**src/rtl/abmr_pkg.sv**
```systemverilog
// abmr_pkg: shared types and constants of the bus memory responder
// used by the core, abmr_eval and abmr_checker; no dependencies of its own
`default_nettype none

package abmr_pkg;

    // default address width of the internal ram
    localparam int ADDR_BITS_DEF = 16;

    // request commands
    localparam logic [1:0] CMD_PINS   = 2'd0;
    localparam logic [1:0] CMD_DATA   = 2'd1;
    localparam logic [1:0] CMD_ADDR   = 2'd2;
    localparam logic [1:0] CMD_SAMPLE = 2'd3;

    // pin positions in the pin word
    localparam int PIN_WR  = 0;
    localparam int PIN_RD  = 1;
    localparam int PIN_CS  = 2;
    localparam int PIN_CLK = 4;

    // strobes and reset pin high, clock low
    localparam logic [4:0] PINS_RESET = 5'h0F;

    // fault codes
    localparam logic [2:0] FAULT_OK        = 3'd0;
    localparam logic [2:0] FAULT_WR_RD_LOW = 3'd1;
    localparam logic [2:0] FAULT_RD_WR_LOW = 3'd2;
    localparam logic [2:0] FAULT_BOTH_LOW  = 3'd3;
    localparam logic [2:0] FAULT_RISE_WR   = 3'd4;
    localparam logic [2:0] FAULT_MOVE_WR   = 3'd5;
    localparam logic [2:0] FAULT_MOVE_CS   = 3'd6;

    // architectural state without the address registers
    typedef struct packed {
        logic [4:0] pins_now;
        logic [4:0] pins_before;
        logic [7:0] data_bus;
        logic [2:0] fault;
    } t_core_state;

    // ram control from the event logic
    typedef struct packed {
        logic ram_wr;
        logic ram_rd;
    } t_ram_ctl;

endpackage

`default_nettype wire

```
**src/rtl/abmr_eval.sv**
```systemverilog
// abmr_eval: next-state logic for one bus request (pins, edges, faults)
// depends on abmr_pkg
`default_nettype none

module abmr_eval #(
    parameter int ADDR_BITS = abmr_pkg::ADDR_BITS_DEF
) (
    input  wire logic [1:0]            i_cmd,
    input  wire logic [15:0]           i_value,
    input  wire abmr_pkg::t_core_state i_state,
    input  wire logic [ADDR_BITS-1:0]  i_addr_in,
    input  wire logic [ADDR_BITS-1:0]  i_addr_latched,
    output abmr_pkg::t_core_state      o_state,
    output logic      [ADDR_BITS-1:0]  o_addr_in,
    output logic      [ADDR_BITS-1:0]  o_addr_latched,
    output abmr_pkg::t_ram_ctl         o_ctl
);

    always_comb begin
        abmr_pkg::t_core_state st;
        logic [ADDR_BITS-1:0]  ain;
        logic [ADDR_BITS-1:0]  alat;
        logic [4:0]            fell;
        logic [4:0]            rose;
        logic                  wr;
        logic                  rd;
        logic                  cs;
        logic                  moved;

        st            = i_state;
        ain           = i_addr_in;
        alat          = i_addr_latched;
        o_ctl.ram_wr  = 1'b0;
        o_ctl.ram_rd  = 1'b0;
        fell          = '0;
        rose          = '0;
        wr            = 1'b0;
        rd            = 1'b0;
        cs            = 1'b0;
        moved         = 1'b0;

        // halted once a fault is recorded
        if (i_state.fault == abmr_pkg::FAULT_OK) begin
            // apply the request
            case (i_cmd)
                abmr_pkg::CMD_PINS: begin
                    st.pins_before = i_state.pins_now;
                    st.pins_now    = i_value[4:0];
                end
                abmr_pkg::CMD_DATA: begin
                    st.data_bus = i_value[7:0];
                end
                abmr_pkg::CMD_ADDR: begin
                    ain = i_value[ADDR_BITS-1:0];
                end
                default: begin
                end
            endcase

            // edges between the last two pin settings
            fell = st.pins_before & ~st.pins_now;
            rose = ~st.pins_before & st.pins_now;
            wr   = !st.pins_now[abmr_pkg::PIN_WR];
            rd   = !st.pins_now[abmr_pkg::PIN_RD];
            cs   = !st.pins_now[abmr_pkg::PIN_CS];

            // deselect clears the bus, select latches the address
            if (rose[abmr_pkg::PIN_CS]) begin
                st.data_bus = 8'h00;
            end
            if (fell[abmr_pkg::PIN_CS]) begin
                alat = ain;
            end

            if (cs) begin
                // ram access
                o_ctl.ram_wr = wr && !rd;
                o_ctl.ram_rd = !wr && rd && fell[abmr_pkg::PIN_CLK];

                // fault checks in priority order
                moved = ain != alat;
                if (rd && fell[abmr_pkg::PIN_WR] && !fell[abmr_pkg::PIN_RD]) begin
                    st.fault = abmr_pkg::FAULT_WR_RD_LOW;
                end else if (wr && fell[abmr_pkg::PIN_RD] && !fell[abmr_pkg::PIN_WR]) begin
                    st.fault = abmr_pkg::FAULT_RD_WR_LOW;
                end else if (wr && rd) begin
                    st.fault = abmr_pkg::FAULT_BOTH_LOW;
                end else if (wr && (rose[abmr_pkg::PIN_CS] || rose[abmr_pkg::PIN_CLK])) begin
                    st.fault = abmr_pkg::FAULT_RISE_WR;
                end else if (moved && wr) begin
                    st.fault = abmr_pkg::FAULT_MOVE_WR;
                end else if (moved) begin
                    st.fault = abmr_pkg::FAULT_MOVE_CS;
                end
            end
        end

        o_state        = st;
        o_addr_in      = ain;
        o_addr_latched = alat;
    end

endmodule

`default_nettype wire

```
**config.mk**
```make
export PLATFORM = sky130hd
export DESIGN_NAME = abmr_eval
export DESIGN_NICKNAME = d
export VERILOG_FILES = /design/src/rtl/abmr_pkg.sv /design/src/rtl/abmr_eval.sv
export SDC_FILE = /design/constraint.sdc
export NUM_CORES = 1
export LEC_CHECK = 0
export ABC_AREA = 1
export BUFFER_PORTS_ARGS = -buffer_cell sky130_fd_sc_hd__buf_2
export CAP_MARGIN = 10
export CORE_MARGIN = 3
export CORE_UTILIZATION = 45
export DETAILED_ROUTE_END_ITERATION = 16
export PLACE_DENSITY = 0.95
export SETUP_SLACK_MARGIN = 0.02
export SLEW_MARGIN = 40
export SYNTH_ARGS = -nofsm -noshare
export SYNTH_HDL_FRONTEND = slang
export SYNTH_SLANG_ARGS = --single-unit
```
**constraint.sdc**
```tcl
create_clock -name vclk -period 5.7
set_input_delay 1.71 -clock vclk [all_inputs]
set_output_delay 1.71 -clock vclk [all_outputs]
set_load 0.03 [all_outputs]
```
== Yosys cells after proc, flatten, opt, wreduce, memory -nomap -nowiden ==
Index checks and enable logic that the tools add are counted.
W data, S select, Z words.

* Input bits: 71
* Logic and storage cells: 44
* Register bits: 0

* Equal/unequal tests: 3
* Multiplexer cells: 20
* Reduce and logical (&&, ||, !) cells: 17
* Bitwise operators: 4

{| class="wikitable"
|+ Operator list
! kind !! count
|-
| $mux W16 || 6
|-
| $mux W21 || 1
|-
| $mux W3 || 7
|-
| $mux W10 || 2
|-
| $mux W8 || 2
|-
| $ne A16 B16 Y1 || 1
|-
| $and A5 B5 Y5 || 2
|-
| $logic_and A1 B1 Y1 || 10
|-
| $not A5 Y5 || 2
|-
| $logic_not A1 Y1 || 4
|-
| $mux W2 || 2
|-
| $logic_not A3 Y1 || 1
|-
| $eq A2 B1 Y1 const B || 1
|-
| $eq A2 B2 Y1 const B || 1
|-
| $logic_not A2 Y1 || 1
|-
| $logic_or A1 B1 Y1 || 1
|}

== Longest topological paths before layout ==
Gate-level depths: netlist (run 1).

* Depth after elaboration: 16
* Mapped depth: 17
* Depth with buffers taken out: 15

== Worst setup path after synthesis (run 1) ==
No wires, ideal clock.

* Path type: input port to output port
* Start: input i_state[2] (netlist bit)
* End: output o_state[11] (netlist bit)
* Stages: 5
* Setup slack: 0.678 ns
* Buffers on the path: 0
* Arrival: 3.312 ns
* Required time: 3.990 ns
* Path through: nor3_2 -> inv_2 -> nor2_1 -> inv_1 -> o21ai_0

{| class="wikitable"
|+ RTL lines
! element !! line !! RTL
|-
| start: declaration || abmr_eval.sv:10 || <nowiki>input wire abmr_pkg::t_core_state i_state,</nowiki>
|-
| end: declaration || abmr_eval.sv:13 || <nowiki>output abmr_pkg::t_core_state o_state,</nowiki>
|}

==> results by group, run 1 <==
Status
  • Status: complete, no violations

Run
  • Max Cap Viol: 0

Drt
  • Wirelength, routed: approximately 5500 µm
  • Vias: about 2,600
  • DRC: 0
  • Via-to-Cell Ratio: around 5.2
  • Mean routed wirelength per cell: around 11 µm
  • DRT Pass-1 Iters: 4
  • Antenna-violating nets left: 0
  • Initial drt markers: 115

Timing
  • Final hold violation count: 0
  • Post-layout min period: 5.34 ns
  • Least-Margin Pin Slew: between 0.5 and 0.6 ns
  • Fin Hold WS: 3.79 ns
  • Setup violators final: 0
  • Worst relative slew slack: 0.640
  • Max Slew Vio Count: 0
  • Fmax: 0.187 GHz
  • Setup_tns: 0 ns
  • RSZ-0062 raised after global routing: false
  • Fin crit share: 0.937

Placement
  • Routability Congestion: about 0.90
  • HPWL after DPL: about 4600 µm
  • Input/output buffers: between 100 and 150
  • Placed insts: 494

Global routing
  • Largest net degree at the start of global routing: 60
  • GR Util met2: 0.451
  • Met3 usage: 0.0188
  • Tot GR Track Use: 0.248
  • Vias in the first global route: 2,183
  • First-pass GRT wire length: slightly below 9000 µm
  • Global route total overflow: 0
  • Routing usage on met1: 0.290
  • Busiest layer in global routing: met2
  • Initial antenna violation count: 0

Synthesis
  • Synth unique cells: 29
  • Avg Synthesized Cell Area: 4.77 µm²
  • Commonest cells in the netlist: 98 x nand2_1, 51 x inv_1, 44 x o21ai_0
  • Synth top area cells: nand2_1 23%, o21ai_0 14%, inv_1 12%
  • Mapped Cells: about 340
  • Ys Warns: 0
  • Mapped cell area: 1600 µm²
  • Syn_nets: ~410
  • Share of the synthesized area in the top cell type: 0.230
  • Post-synthesis sequential area ratio: 0
  • Count leader, synth: nand2_1
  • Cell taking the most area after synthesis: nand2_1

Pwr
  • Leakage: 1.45 nW
  • Final Power: about 230 µW
  • Worst ir drop on vdd: 70.8 µV
  • Pwr dens: 103 nW/µm²

Floorplanning
  • Die W: roughly 66 µm
  • Standard-cell row count: 21
  • Ports: 126
  • Die Y: 65.6 µm
  • Die footprint: 4300 µm²
  • Initial core utilization: 0.471
  • Core area: 3390 µm²

Finish
  • Layout area overhead: 38.1%
  • Layout net count: 521
  • ANT cells: 0
  • Sequential Area: 0 µm²
  • Number of sequential cells: 0
  • Post-layout util: 0.651
  • CLK BUF: 0
  • Layout cells sized above 1: 0.328
  • Fin cells: 494

Worst setup path
  • Crit-path cells: buf_2 -> inv_2 -> nand2_2 -> o21ai_1 -> inv_1 -> nand3_1 -> nand2_1 -> nor2_1 -> nand2_1 -> nor2_1 -> nand2_1 -> nand2_1 -> nand2_1 -> nand3_1 -> nand2_1 -> buf_2
  • WP data required: 3.99 ns
  • Worst path slowest cell: o21ai_1
  • Worst path max stage delay: 0.34 ns
  • Worst Path Arrival: approximately 3.6 ns
  • Largest fanout on the critical path: 29
  • Element type at the critical path end: output port
  • CP startpoint kind: input port
  • Worst Setup Path Type: in2out
  • Most used cell along the critical path: nand2_1

Clocking
  • Post-cts sizing count: 0
  • Post-CTS setup buffer count: 0
  • Post-CTS Hold Fix Bufs: 0

Hold path
  • Worst Hold Class: in2out
-- cell type report --
cell class	count	area (µm²)
Fill cell	326	1180
Multi-Input combinational cell	261	1280
Inverter	59	221
Tap cell	46	57.6
Timing Repair Buffer	128	646
-- critical path, delay by kind of cell --
kind                   cells  cell delay [ns]
and+or+nand+nor           11             1.07
buffers and inverters      4             0.51
AOI/OAI and AO/OA          1             0.34
-- kinds of logic after synthesis --
group / after synthesis / share of synthesized area
compound gates: 78 / 0.275
buf+inv: 74 / 0.201
mux: 9 / 0.0572
simple gates: 174 / 0.467
-- placed cells by master, fill, tap and decap left out, drive strengths merged, types with 2 or more instances in the layout --
master / instances
buf: 128
nand2: 103
inv: 59
o21ai: 55
nand3: 33
nor2: 30
o211ai: 13
mux2i: 8
a21oi: 5
nand3b: 3
nand4: 2
a31oi: 2
nor3: 2
-- per-stage QoR --
step | instance area [µm²] | setup slack [ns]
detailed placement | 2210 | 0.365
global placement | 2210 | 0.417
CTS | 2210 | 0.363
floorplan | 1600 | 0.678
global route | 2210 | 0.0767
finish | 2210 | 0.358
-- routing by layer --
metal,vias up,share of wire
met2,137,0.48
met5,-,0
met4,0,0.046
met3,28,0.084
met1,1076,0.39
li1,1317,-
-- report_power, final --
group	switching (mW)	leakage (nW)	internal [mW]
combinational	0.154	1.45	0.0728
sequential	0	0	0
clock	0	0	0
total	0.154	1.45	0.0728
-- path summary, 6_finish.rpt --
check / startpoint / to / slack, ns / cells after the start
setup / recovery: i_cmd[0] / o_state[0] / 0.36 / 16
hold / removal: i_state[14] / o_state[14] / 3.79 / 4
Power figures use the tool's default switching activity.
==> inputs of run 2 (changes only) <==
--- a/config.mk
+++ b/config.mk
@@ -8,12 +8,14 @@
 export ABC_AREA = 1
 export BUFFER_PORTS_ARGS = -buffer_cell sky130_fd_sc_hd__buf_2
 export CAP_MARGIN = 10
+export CELL_PAD_IN_SITES_DETAIL_PLACEMENT = 0
+export CELL_PAD_IN_SITES_GLOBAL_PLACEMENT = 1
 export CORE_MARGIN = 3
-export CORE_UTILIZATION = 45
+export CORE_UTILIZATION = 26
 export DETAILED_ROUTE_END_ITERATION = 16
 export PLACE_DENSITY = 0.95
 export SETUP_SLACK_MARGIN = 0.02
-export SLEW_MARGIN = 40
+export SLEW_MARGIN = 20
 export SYNTH_ARGS = -nofsm -noshare
 export SYNTH_HDL_FRONTEND = slang
 export SYNTH_SLANG_ARGS = --single-unit
==> results by group, run 2 (synthesis results as in run 1) <==
Drt
  • Antenna-violating nets left: 0
  • Via-to-Cell Ratio: 4.73
  • Mean routed wirelength per cell: ~11 µm
  • Vias: 2,473
  • DRC: 0
  • DRT Pass-1 Iters: 4
  • Initial drt markers: a little over 100
  • Wirelength, routed: 5890 µm

Pwr
  • Worst ir drop on vdd: roughly 41 µV
  • Net Switching: between 150 and 200 µW
  • Pwr dens: 100 nW/µm²
  • Switching share of total power: 0.673
  • Comb pwr share: 1.000
  • Leakage: 1.46 nW
  • Flop pwr share: 0
  • Final Power: between 200 and 250 µW
  • Clock power share: 0
  • Internal power: 74.6 µW

Placement
  • HPWL after DPL: 5020 µm
  • Placed insts: approximately 520
  • Setup slack at placement: approximately 0.26 ns
  • Area after DPL: roughly 2300 µm²
  • Routability Congestion: roughly 0.82
  • Input/output buffers: between 100 and 150

Finish
  • Layout cells sized above 1: 0.333
  • Final Cell Area: 2280 µm²
  • Post-layout util: 0.399
  • Layout net count: about 520
  • CLK BUF: 0
  • Layout area overhead: 42.4%
  • Commonest cells after routing, fill and taps aside: 126 x buf_2, 98 x nand2_1, 51 x inv_1, 44 x o21ai_0, 33 x nand3_1
  • Fin cells: 523
  • Leading cell type in the layout, fill and taps excluded: buf_2
  • ANT cells: 0
  • Number of sequential cells: 0
  • Sequential Area: 0 µm²

Timing
  • Fin Hold WS: 3.79 ns
  • Setup violators final: 0
  • Final worst slack: 0.364 ns
  • Final hold violation count: 0
  • Least-Margin Pin Slew: 0.461 ns
  • Fmax: around 0.19 GHz
  • Post-layout min period: approximately 5.3 ns
  • RSZ-0062 raised after global routing: false
  • Fin crit share: 0.936
  • Setup_tns: 0 ns
  • Max Slew Vio Count: 0
  • Worst relative slew slack: 0.691

Floorplanning
  • Initial core utilization: 0.280
  • Die Y: 84.4 µm
  • Die W: around 84 µm
  • Die footprint: between 7000 and 8000 µm²
  • Ports: 126
  • Standard-cell row count: 27
  • Core area: 5710 µm²

Global routing
  • Initial antenna violation count: 0
  • Tot GR Track Use: 0.155
  • Global route total overflow: 0
  • First-pass GRT wire length: a little under 10,000 µm
  • Vias in the first global route: 2,176
  • Largest net degree at the start of global routing: 60

Worst setup path
  • WP data required: 3.99 ns
  • CP startpoint kind: input port
  • Worst Setup Path Type: in2out
  • Worst Path Arrival: ~3.6 ns
  • Element type at the critical path end: output port
  • Largest fanout on the critical path: slightly below 60

Clocking
  • Post-CTS setup buffer count: 0
  • Post-CTS Hold Fix Bufs: 0
  • Post-cts sizing count: 0

Status
  • Status: complete, no violations

Run
  • Max Cap Viol: 0

Hold path
  • Worst Hold Class: in2out
-- run 2: path summary, 6_finish.rpt --
kind,depth (start not counted),to,from
setup / recovery,14,o_state[2],i_cmd[1]
hold / removal,4,o_state[1],i_state[1]
-- run 2: power groups by stage --
stage               Clock, mW  Sequential [mW]  Combinational [mW]
global route                0                0               0.255
detailed placement          0                0               0.228
finish                      0                0               0.229
global placement            0                0               0.226
floorplan                   0                0               0.157
CTS                         0                0               0.229
-- run 2: layout make-up --
class	instances	area (µm²)
fill	669	3430
multi-input combinational	261	1300
timing repair buffer	131	668
inverter	59	221
tap	72	90.1
-- run 2: metal layers --
metal	track usage	up-vias	share of wire
met5	0	-	0
met4	0.0187	0	0.012
met2	0.286	99	0.47
li1	-	1316	-
met3	0.0206	6	0.10
met1	0.196	1052	0.41
-- run 2: worst max-delay path, stage by stage --
cell	delay (ns)
buf_2	0.16
nor2_2	0.20
nand2_1	0.07
nand2_1	0.18
nand2_8	0.22
nand3_1	0.16
nand2_1	0.06
nor2_1	0.15
nand2_1	0.07
nor2_1	0.12
nand2_1	0.11
a21oi_1	0.15
o21bai_1	0.07
buf_2	0.17
==> inputs of run 3 (changes only) <==
--- a/config.mk
+++ b/config.mk
@@ -13,7 +13,8 @@
 export CORE_MARGIN = 3
 export CORE_UTILIZATION = 26
 export DETAILED_ROUTE_END_ITERATION = 16
-export PLACE_DENSITY = 0.95
+export GPL_ROUTABILITY_DRIVEN = 0
+export PLACE_DENSITY_LB_ADDON = 0.15
 export SETUP_SLACK_MARGIN = 0.02
 export SLEW_MARGIN = 20
 export SYNTH_ARGS = -nofsm -noshare
==> results by group, run 3 (synthesis results as in run 1) <==
Status
  • Status: complete, no violations

Finish
  • ANT cells: 0
  • Commonest cells after routing, fill and taps aside: 126 x buf_2, 98 x nand2_1, 51 x inv_1, 44 x o21ai_0, 33 x nand3_1
  • Layout area overhead: 41.7%
  • Leading cell type in the layout, fill and taps excluded: buf_2
  • Final Cell Area: 2260 µm²
  • Sequential Area: 0 µm²
  • Number of sequential cells: 0
  • Layout net count: 523
  • Area occupied by multi-input gates: 1290 µm²
  • CLK BUF: 0
  • Fillers: 682
  • Layout cells sized above 1: 0.331

Worst setup path
  • WP data required: approximately 4 ns
  • Crit-path cells: buf_2 -> nor2_2 -> nand2_1 -> nand2_1 -> nand2_8 -> nand3_1 -> nand2_1 -> nor2_1 -> nand2_1 -> nor2_1 -> nand2_1 -> nand2_1 -> nand2_1 -> nand3_1 -> nand2_1 -> buf_2
  • Worst path max stage delay: approximately 0.22 ns
  • Crit path buf inv count: 2
  • CP startpoint kind: input port
  • Worst path slowest cell: nand2_8
  • CP top delay family: simple AND/OR/NAND/NOR gates
  • Most used cell along the critical path: nand2_1
  • Element type at the critical path end: output port
  • Largest fanout on the critical path: 59
  • CP startpoint: i_cmd[1]
  • Worst Path Arrival: between 3 and 4 ns
  • Worst Setup Path Type: in2out

Drt
  • Via-to-Cell Ratio: 4.61
  • Wirelength, routed: 5950 µm
  • Vias: 2,407
  • DRC: 0
  • Met3 wire length: 534 µm
  • Initial drt markers: 67
  • Mean routed wirelength per cell: 11.4 µm
  • DRT Pass-1 Iters: 4
  • DR WL met2: 2700 µm
  • Antenna-violating nets left: 0
  • Top sig layer: met4
  • Met1 WL: 2700 µm

Timing
  • Fin crit share: 0.930
  • Post-layout min period: 5.30 ns
  • Setup_tns: 0 ns
  • Least-Margin Pin Slew: 0.470 ns
  • Setup violators final: 0
  • Fmax: 0.189 GHz
  • RSZ-0062 raised after global routing: false
  • Worst relative slew slack: 0.686
  • Max Slew Vio Count: 0
  • Final worst slack: 0.398 ns
  • Final hold violation count: 0

Pwr
  • Switching share of total power: 0.675
  • Worst ir drop on vdd: 37.2 µV
  • Flop pwr share: 0
  • Internal power: 74.0 µW
  • Net Switching: 154 µW
  • Leakage: 1.45 nW
  • Clock power share: 0
  • Pwr dens: 101 nW/µm²
  • Comb pwr share: 1.000

Global routing
  • Global route total overflow: 0
  • Tot GR Track Use: 0.155
  • Largest net degree at the start of global routing: 60
  • Vias in the first global route: 2,207
  • First-pass GRT wire length: 9650 µm
  • Initial antenna violation count: 0

Floorplanning
  • Core area: 5710 µm²
  • Die Y: 84.4 µm
  • Initial core utilization: 0.280
  • Standard-cell row count: 27
  • Die footprint: 7120 µm²
  • Ports: 126
  • Die W: 84.4 µm

Placement
  • HPWL after DPL: 5040 µm
  • Setup slack at placement: 0.309 ns
  • Input/output buffers: 126
  • Area after DPL: 2250 µm²

Run
  • Max Cap Viol: 0

Hold path
  • Worst Hold Class: in2out
  • Min-delay src: i_state[15]
==> run 3: cell types whose count changed in the layout (fill, tap and decap cells not counted) <==
cell,delta
buf_4,-1
nand2_2,+1
nand2_4,-1
==> run 3: layer usage <==
layer  global-route usage  up-vias
met3               0.0334        2
met1                0.194     1000
met2                0.286       89
li1                     -     1316
met5                    0        -
met4              0.00576        0
==> run 3: cell type report <==
class	count	area share
inverters	59	0.0978
repair buffers	130	0.292
well taps	72	0.0398
multi-input cells	261	0.570
==> run 3: worst paths after layout <==
kind / endpoint / slack, ns / depth (start not counted)
setup / recovery: o_state[0] / 0.40 / 16
hold / removal: o_state[15] / 3.79 / 4
==> run 3: power by group through the flow <==
stage | combinational (mW) | clock [mW] | sequential [mW]
after floorplan | 0.157 | 0 | 0
after global placement | 0.227 | 0 | 0
after detailed placement | 0.228 | 0 | 0
after CTS | 0.229 | 0 | 0
after global routing | 0.254 | 0 | 0
final | 0.228 | 0 | 0
==> run 3: repair_timing <==
action,4_1_cts,5_1_grt
hold buffers,0,0
buffers inserted,0,0
setup endpoints to repair,0,3
resized for setup,0,1
==> run 3: stage by stage <==
step,hold slack [ns],util,instances,total power [mW]
after CTS,3.79,0.395,522,0.229
after global routing,3.82,0.396,522,0.254
after floorplan,3.63,-,335,0.157
final,3.79,0.396,522,0.228
after detailed placement,3.79,0.395,522,0.228
after global placement,3.78,0.395,522,0.227
